[src/hw/rtl/sorted_summary_quantile_defines.svh]
// Assertion macros for the sorted summary quantile block.
`ifndef SORTED_SUMMARY_QUANTILE_DEFINES_SVH
`define SORTED_SUMMARY_QUANTILE_DEFINES_SVH

// Same-cycle implication, sampled on clk, off while rst_n is low.
`define SSQ_ASSERT_IMP(lbl, ante, cons, msg) \
  lbl: assert property (@(posedge clk) disable iff (!rst_n) (ante) |-> (cons)) \
    else $error(msg);

// Next-cycle implication, sampled on clk, off while rst_n is low.
`define SSQ_ASSERT_NXT(lbl, ante, cons, msg) \
  lbl: assert property (@(posedge clk) disable iff (!rst_n) (ante) |=> (cons)) \
    else $error(msg);

`endif

[src/hw/rtl/ssq_pkg.sv]
package ssq_pkg;

  localparam logic [1:0] CMD_OBSERVE = 2'd0;
  localparam logic [1:0] CMD_QUERY   = 2'd1;
  localparam logic [1:0] CMD_CLEAR   = 2'd2;

  localparam int unsigned PCT_SCALE = 100;
  localparam int unsigned PCT_W     = 7;

  typedef struct packed {
    logic [1:0]         command;
    logic [1:0]         instance_req;
    logic signed [31:0] sample_value;
    logic [PCT_W-1:0]   quantile_pct;
  } ssq_in_t;

  typedef struct packed {
    logic signed [31:0] quantile_value;
    logic [8:0]         count_after;
    logic signed [31:0] sum_after;
    logic               dropped;
  } ssq_out_t;

  typedef struct packed {
    logic latch;
    logic meta_rd;
    logic meta_load;
    logic mark_drop;
    logic obs_init;
    logic scan_rd;
    logic shift_wr;
    logic ins_wr;
    logic clear;
    logic q_mul;
    logic q_div;
    logic q_idx;
    logic q_rd;
    logic q_cap;
    logic finish;
  } ssq_cmd_t;

  typedef struct packed {
    logic       bad_inst;
    logic [1:0] command;
    logic       empty;
    logic       full;
    logic       j_zero;
    logic       le;
  } ssq_stat_t;

endpackage

[src/hw/rtl/ssq_ctrl.sv]
module ssq_ctrl import ssq_pkg::*; (
  input  logic      clk,
  input  logic      rst_n,
  input  logic      start,
  output logic      busy,
  input  ssq_stat_t stat,
  output ssq_cmd_t  cmd
);

  typedef enum logic [3:0] {
    S_IDLE,
    S_META,
    S_LOAD,
    S_DECIDE,
    S_SCAN,
    S_SCMP,
    S_QMUL,
    S_QDIV,
    S_QIDX,
    S_QRD,
    S_QCAP,
    S_DONE
  } state_t;

  state_t state_r, state_nxt;
  logic   busy_r, busy_r_nxt;

  always_comb begin
    state_nxt = state_r;
    cmd       = '0;
    unique case (state_r)
      S_IDLE: begin
        if (start) begin
          cmd.latch = 1'b1;
          state_nxt = S_META;
        end
      end
      S_META: begin
        if (stat.bad_inst) begin
          state_nxt = S_DONE;
        end else begin
          cmd.meta_rd = 1'b1;
          state_nxt   = S_LOAD;
        end
      end
      S_LOAD: begin
        cmd.meta_load = 1'b1;
        state_nxt     = S_DECIDE;
      end
      S_DECIDE: begin
        state_nxt = S_DONE;
        case (stat.command)
          CMD_OBSERVE: begin
            if (stat.full) begin
              cmd.mark_drop = 1'b1;
            end else begin
              cmd.obs_init = 1'b1;
              state_nxt    = S_SCAN;
            end
          end
          CMD_QUERY: begin
            if (!stat.empty) begin
              state_nxt = S_QMUL;
            end
          end
          CMD_CLEAR: begin
            cmd.clear = 1'b1;
          end
          default: begin
            state_nxt = S_DONE;
          end
        endcase
      end
      S_SCAN: begin
        if (stat.j_zero) begin
          cmd.ins_wr = 1'b1;
          state_nxt  = S_DONE;
        end else begin
          cmd.scan_rd = 1'b1;
          state_nxt   = S_SCMP;
        end
      end
      S_SCMP: begin
        if (stat.le) begin
          cmd.shift_wr = 1'b1;
          state_nxt    = S_SCAN;
        end else begin
          cmd.ins_wr = 1'b1;
          state_nxt  = S_DONE;
        end
      end
      S_QMUL: begin
        cmd.q_mul = 1'b1;
        state_nxt = S_QDIV;
      end
      S_QDIV: begin
        cmd.q_div = 1'b1;
        state_nxt = S_QIDX;
      end
      S_QIDX: begin
        cmd.q_idx = 1'b1;
        state_nxt = S_QRD;
      end
      S_QRD: begin
        cmd.q_rd  = 1'b1;
        state_nxt = S_QCAP;
      end
      S_QCAP: begin
        cmd.q_cap = 1'b1;
        state_nxt = S_DONE;
      end
      S_DONE: begin
        cmd.finish = 1'b1;
        state_nxt  = S_IDLE;
      end
      default: begin
        state_nxt = S_IDLE;
      end
    endcase
  end

  assign busy_r_nxt = (state_nxt != S_IDLE);

  always_ff @(posedge clk) begin
    if (!rst_n) begin
      state_r <= S_IDLE;
      busy_r  <= 1'b0;
    end else begin
      state_r <= state_nxt;
      busy_r  <= busy_r_nxt;
    end
  end

  assign busy = busy_r;

endmodule

[config.mk]
export PLATFORM = sky130hd
export DESIGN_NAME = ssq_ctrl
export DESIGN_NICKNAME = d
export VERILOG_FILES = /design/src/hw/rtl/sorted_summary_quantile_defines.svh /design/src/hw/rtl/ssq_pkg.sv /design/src/hw/rtl/ssq_ctrl.sv
export SDC_FILE = /design/constraint.sdc
export NUM_CORES = 1
export LEC_CHECK = 0
export BUFFER_PORTS_ARGS = -buffer_cell sky130_fd_sc_hd__buf_4
export CAP_MARGIN = 0
export CORE_AREA = 4 4 41 43
export CTS_CLUSTER_DIAMETER = 100
export DETAILED_ROUTE_END_ITERATION = 6
export DIE_AREA = 0 0 45 47
export PLACE_DENSITY = 0.64
export RECOVER_POWER = 100
export SYNTH_ARGS = -nofsm -noshare
export SYNTH_HDL_FRONTEND = slang
export SYNTH_SLANG_ARGS = --single-unit
[constraint.sdc]
create_clock -name clk -period 2.1 [get_ports clk]
set_clock_uncertainty 0.2 [all_clocks]
set_input_delay 0.63 -clock clk [delete_from_list [all_inputs] [get_ports clk]]
set_output_delay 0.63 -clock clk [all_outputs]
set_load 0.02 [all_outputs]
==> results.toml <==
[critical_path]
r2r_start = "state_r[3]"
rr_worst_depth = 7
cpPeakStageDelay_ns = 0.36
endpoint = "cmd[11]"
cp.arrival_ns = 1.27
crit_required_ns = 1.27
crit_type = "reg -> out"
critical-path-top-delay-family = "simple AND/OR/NAND/NOR gates"
worst-path-buf-inv = 1
start_kind = "flop"
worst-path-max-fanout = 5
cp_num_cells = 4
r2r_end = "busy"
rrSetupSlack_ns = 0.23
cp_cell_sequence = "nor2_4 > nand3_4 > nor4b_2 > buf_4"
worst_path_max_delay_cell = "dfxtp_4"
worstSetupStartpoint = "state_r[2]"
cp-end-kind = "output port"

[cts]
numCtsBuffers = 3
clk_pin_slew_ns = 0.04
cts_tree = "built"
clockBufferDepth = 2
htree_levels = 1
clk_latency_ns = 0.24
cts_sinks = 5
cts_root_buf = "clkbuf_4"

[yosys]
yosysWarnings = 0
synth_cell_types = 26
synth_area_per_cell_um2 = 7.27
yosys-top-cells-area = "dfxtp_1 22%, nand2b_1 9.4%, nor2_1 8.9%, nor3_1 5.4%, nor4_1 5.4%"
ys_seq_area_share_pct = 21.5
synth_edf_count = 0
netlist.area_leader.share_pct = 21.5
ys.flop_type = "dfxtp_1"
ys_ff_latch = 5
syn_area_um2 = 465
synthArstFlopShare_pct = 0
synth_area_leader_cell = "dfxtp_1"
netlist_instances = 64
syn-num-nets = 74
synth_most_common_cell = "nor2_1"
ys_top_cells_by_count = "11 x nor2_1, 7 x nand2b_1, 5 x dfxtp_1, 5 x nor3_1"

[outcome]
outcome = "complete, but fails checks"
violations = "negative setup slack"

[global_routing]
grt_max_degree = 10
antenna_found_initial = 0
grt-ovfl-total = 0
track_usage_pct = 14.7
grt_pass1_vias = 526
grt_pass1_wl_mm = 2.26

[floorplan]
die_w_um = 45
num_io_pins = 26
rows = 13
die_h_um = 47
initial_core_util_pct = 35.8
core_area_um2 = 1300
dieArea_um2 = 2120

[routing]
ant_nets = 0
wl_per_cell_um = 13.2
drc = 0
via_count = 611
drtIter0Drc = 11
dr.pass1.iters = 4
wirelength_mm = 1.51
viasPerCell = 5.36

[sta]
fmax_mhz = 475
report.final.hold_viol_count = 0
min_period_ns = 2.10
worst_slack_ns = -0.00400
post-route-period-util_pct = 100
finalMaxSlewViolations = 0
setup_viol = 1
relSlewSlack_pct = 69.9
rsz0062_at_grt = "yes"
worst_pin_slew_ns = 0.452
fin_setup_tns_ns = -0.00400

[final_layout]
area_growth_pct = 87.4
fillers = 125
drive_above_1_share_pct = 59.6
final_nets = 110
n_antenna_cell = 0

[placement]
gp_congestion = 0.720
numPortBuffers = 25
place_hpwl_mm = 1.12

[hold_path]
hold_path_class = "in -> reg"

[pwr]
power_mw = 1.01
leakagePower_nw = 0.374
p_per_area_nw_per_um2 = 1160
vdd_drop_max_v = 0.000729

[job]
maxCapViolations = 0
[cells in the final DEF, fill, tap and decap left out, drive strengths merged, types with 2 or more instances in the layout]
| cell type | Yosys | routed |
|---|---|---|
| buf | 3 | 35 |
| nor2 | 11 | 11 |
| nand2b | 7 | 7 |
| nor3 | 5 | 5 |
| dfxtp | 5 | 5 |
| inv | 4 | 4 |
| clkbuf | 1 | 4 |
| nor4 | 4 | 4 |
| nand2 | 3 | 3 |
| a21oi | 3 | 3 |
| nand3 | 3 | 3 |
| o21ai | 2 | 2 |
| mux2i | 2 | 2 |
[logic make-up after synthesis]
logic type	Yosys count	synth area share, %
AND/OR/NAND/NOR	36	40.6
flip-flops	5	21.5
AO/OA/AOI/OAI	13	24.5
multiplexers	2	4.30
buffers and inverters	8	9.14
[registers in the layout (all words and copies together), names as in the netlist]
signal,cells
busy,1
state_r,4
[worst min-delay path by stage]
stage,slack [ns],from,depth (start not counted),endpoint
2_1_floorplan,0.45,state_r[3],3,state_r[1]
3_3_place_gp,0.52,state_r[0],3,state_r[3]
3_5_place_dp,0.51,state_r[0],3,state_r[3]
4_1_cts,0.47,rst_n,3,state_r[0]
5_1_grt,0.50,rst_n,3,state_r[0]
6_report,0.47,rst_n,3,state_r[0]
[metrics by stage]
step,util [%],setup WS (ns),hold slack [ns],cell area (um^2),instances
2_1_floorplan,-,-0.0275,0.453,495,64
3_3_place_gp,56.4,-0.0209,0.518,734,108
3_5_place_dp,56.4,-0.0486,0.513,734,108
4_1_cts,60.5,-0.0316,0.467,787,113
5_1_grt,67.0,-0.0606,0.497,872,114
6_report,67.0,-0.00400,0.469,872,114
[worst reg2reg max path, delay by kind of cell, from the launching register on]
family | cells | cell delay, ns
flip-flops | 1 | 0.39
AND/OR/NAND/NOR | 2 | 0.54
AO/OA/AOI/OAI | 2 | 0.16
buffers and inverters | 3 | 0.43
[timing repair]
item                                    CTS  global route
hold buffers                              0             0
resized for setup                         6            18
endpoints found under the setup margin   10            12
pin swaps                                 3             4
setup buffers                             1             1
[metal layers]
metal  GRT usage, %  up-vias  routed length, um
li1               -      306                  -
met1           18.8      284                612
met2           22.6       19                792
met3           3.07        2                 94
met4           8.77        0                 10
met5              0        -                  0
[final cells by class]
cell class | instances | area, um^2 | area share, %
multi-input cells | 51 | 427 | 48.9
clock buffers | 4 | 26.3 | 3.01
well taps | 15 | 18.8 | 2.15
repair buffers | 35 | 274 | 31.4
flip-flops and latches | 5 | 111 | 12.8
inverters | 4 | 15.0 | 1.72
[power breakdown]
group / switching (mW) / internal [mW] / total, mW
Combinational: 0.369 / 0.327 / 0.697
Sequential: 0.0640 / 0.144 / 0.208
Clock: 0.0361 / 0.0716 / 0.108
Total: 0.469 / 0.543 / 1.01
(Power assumes the default switching activity.)
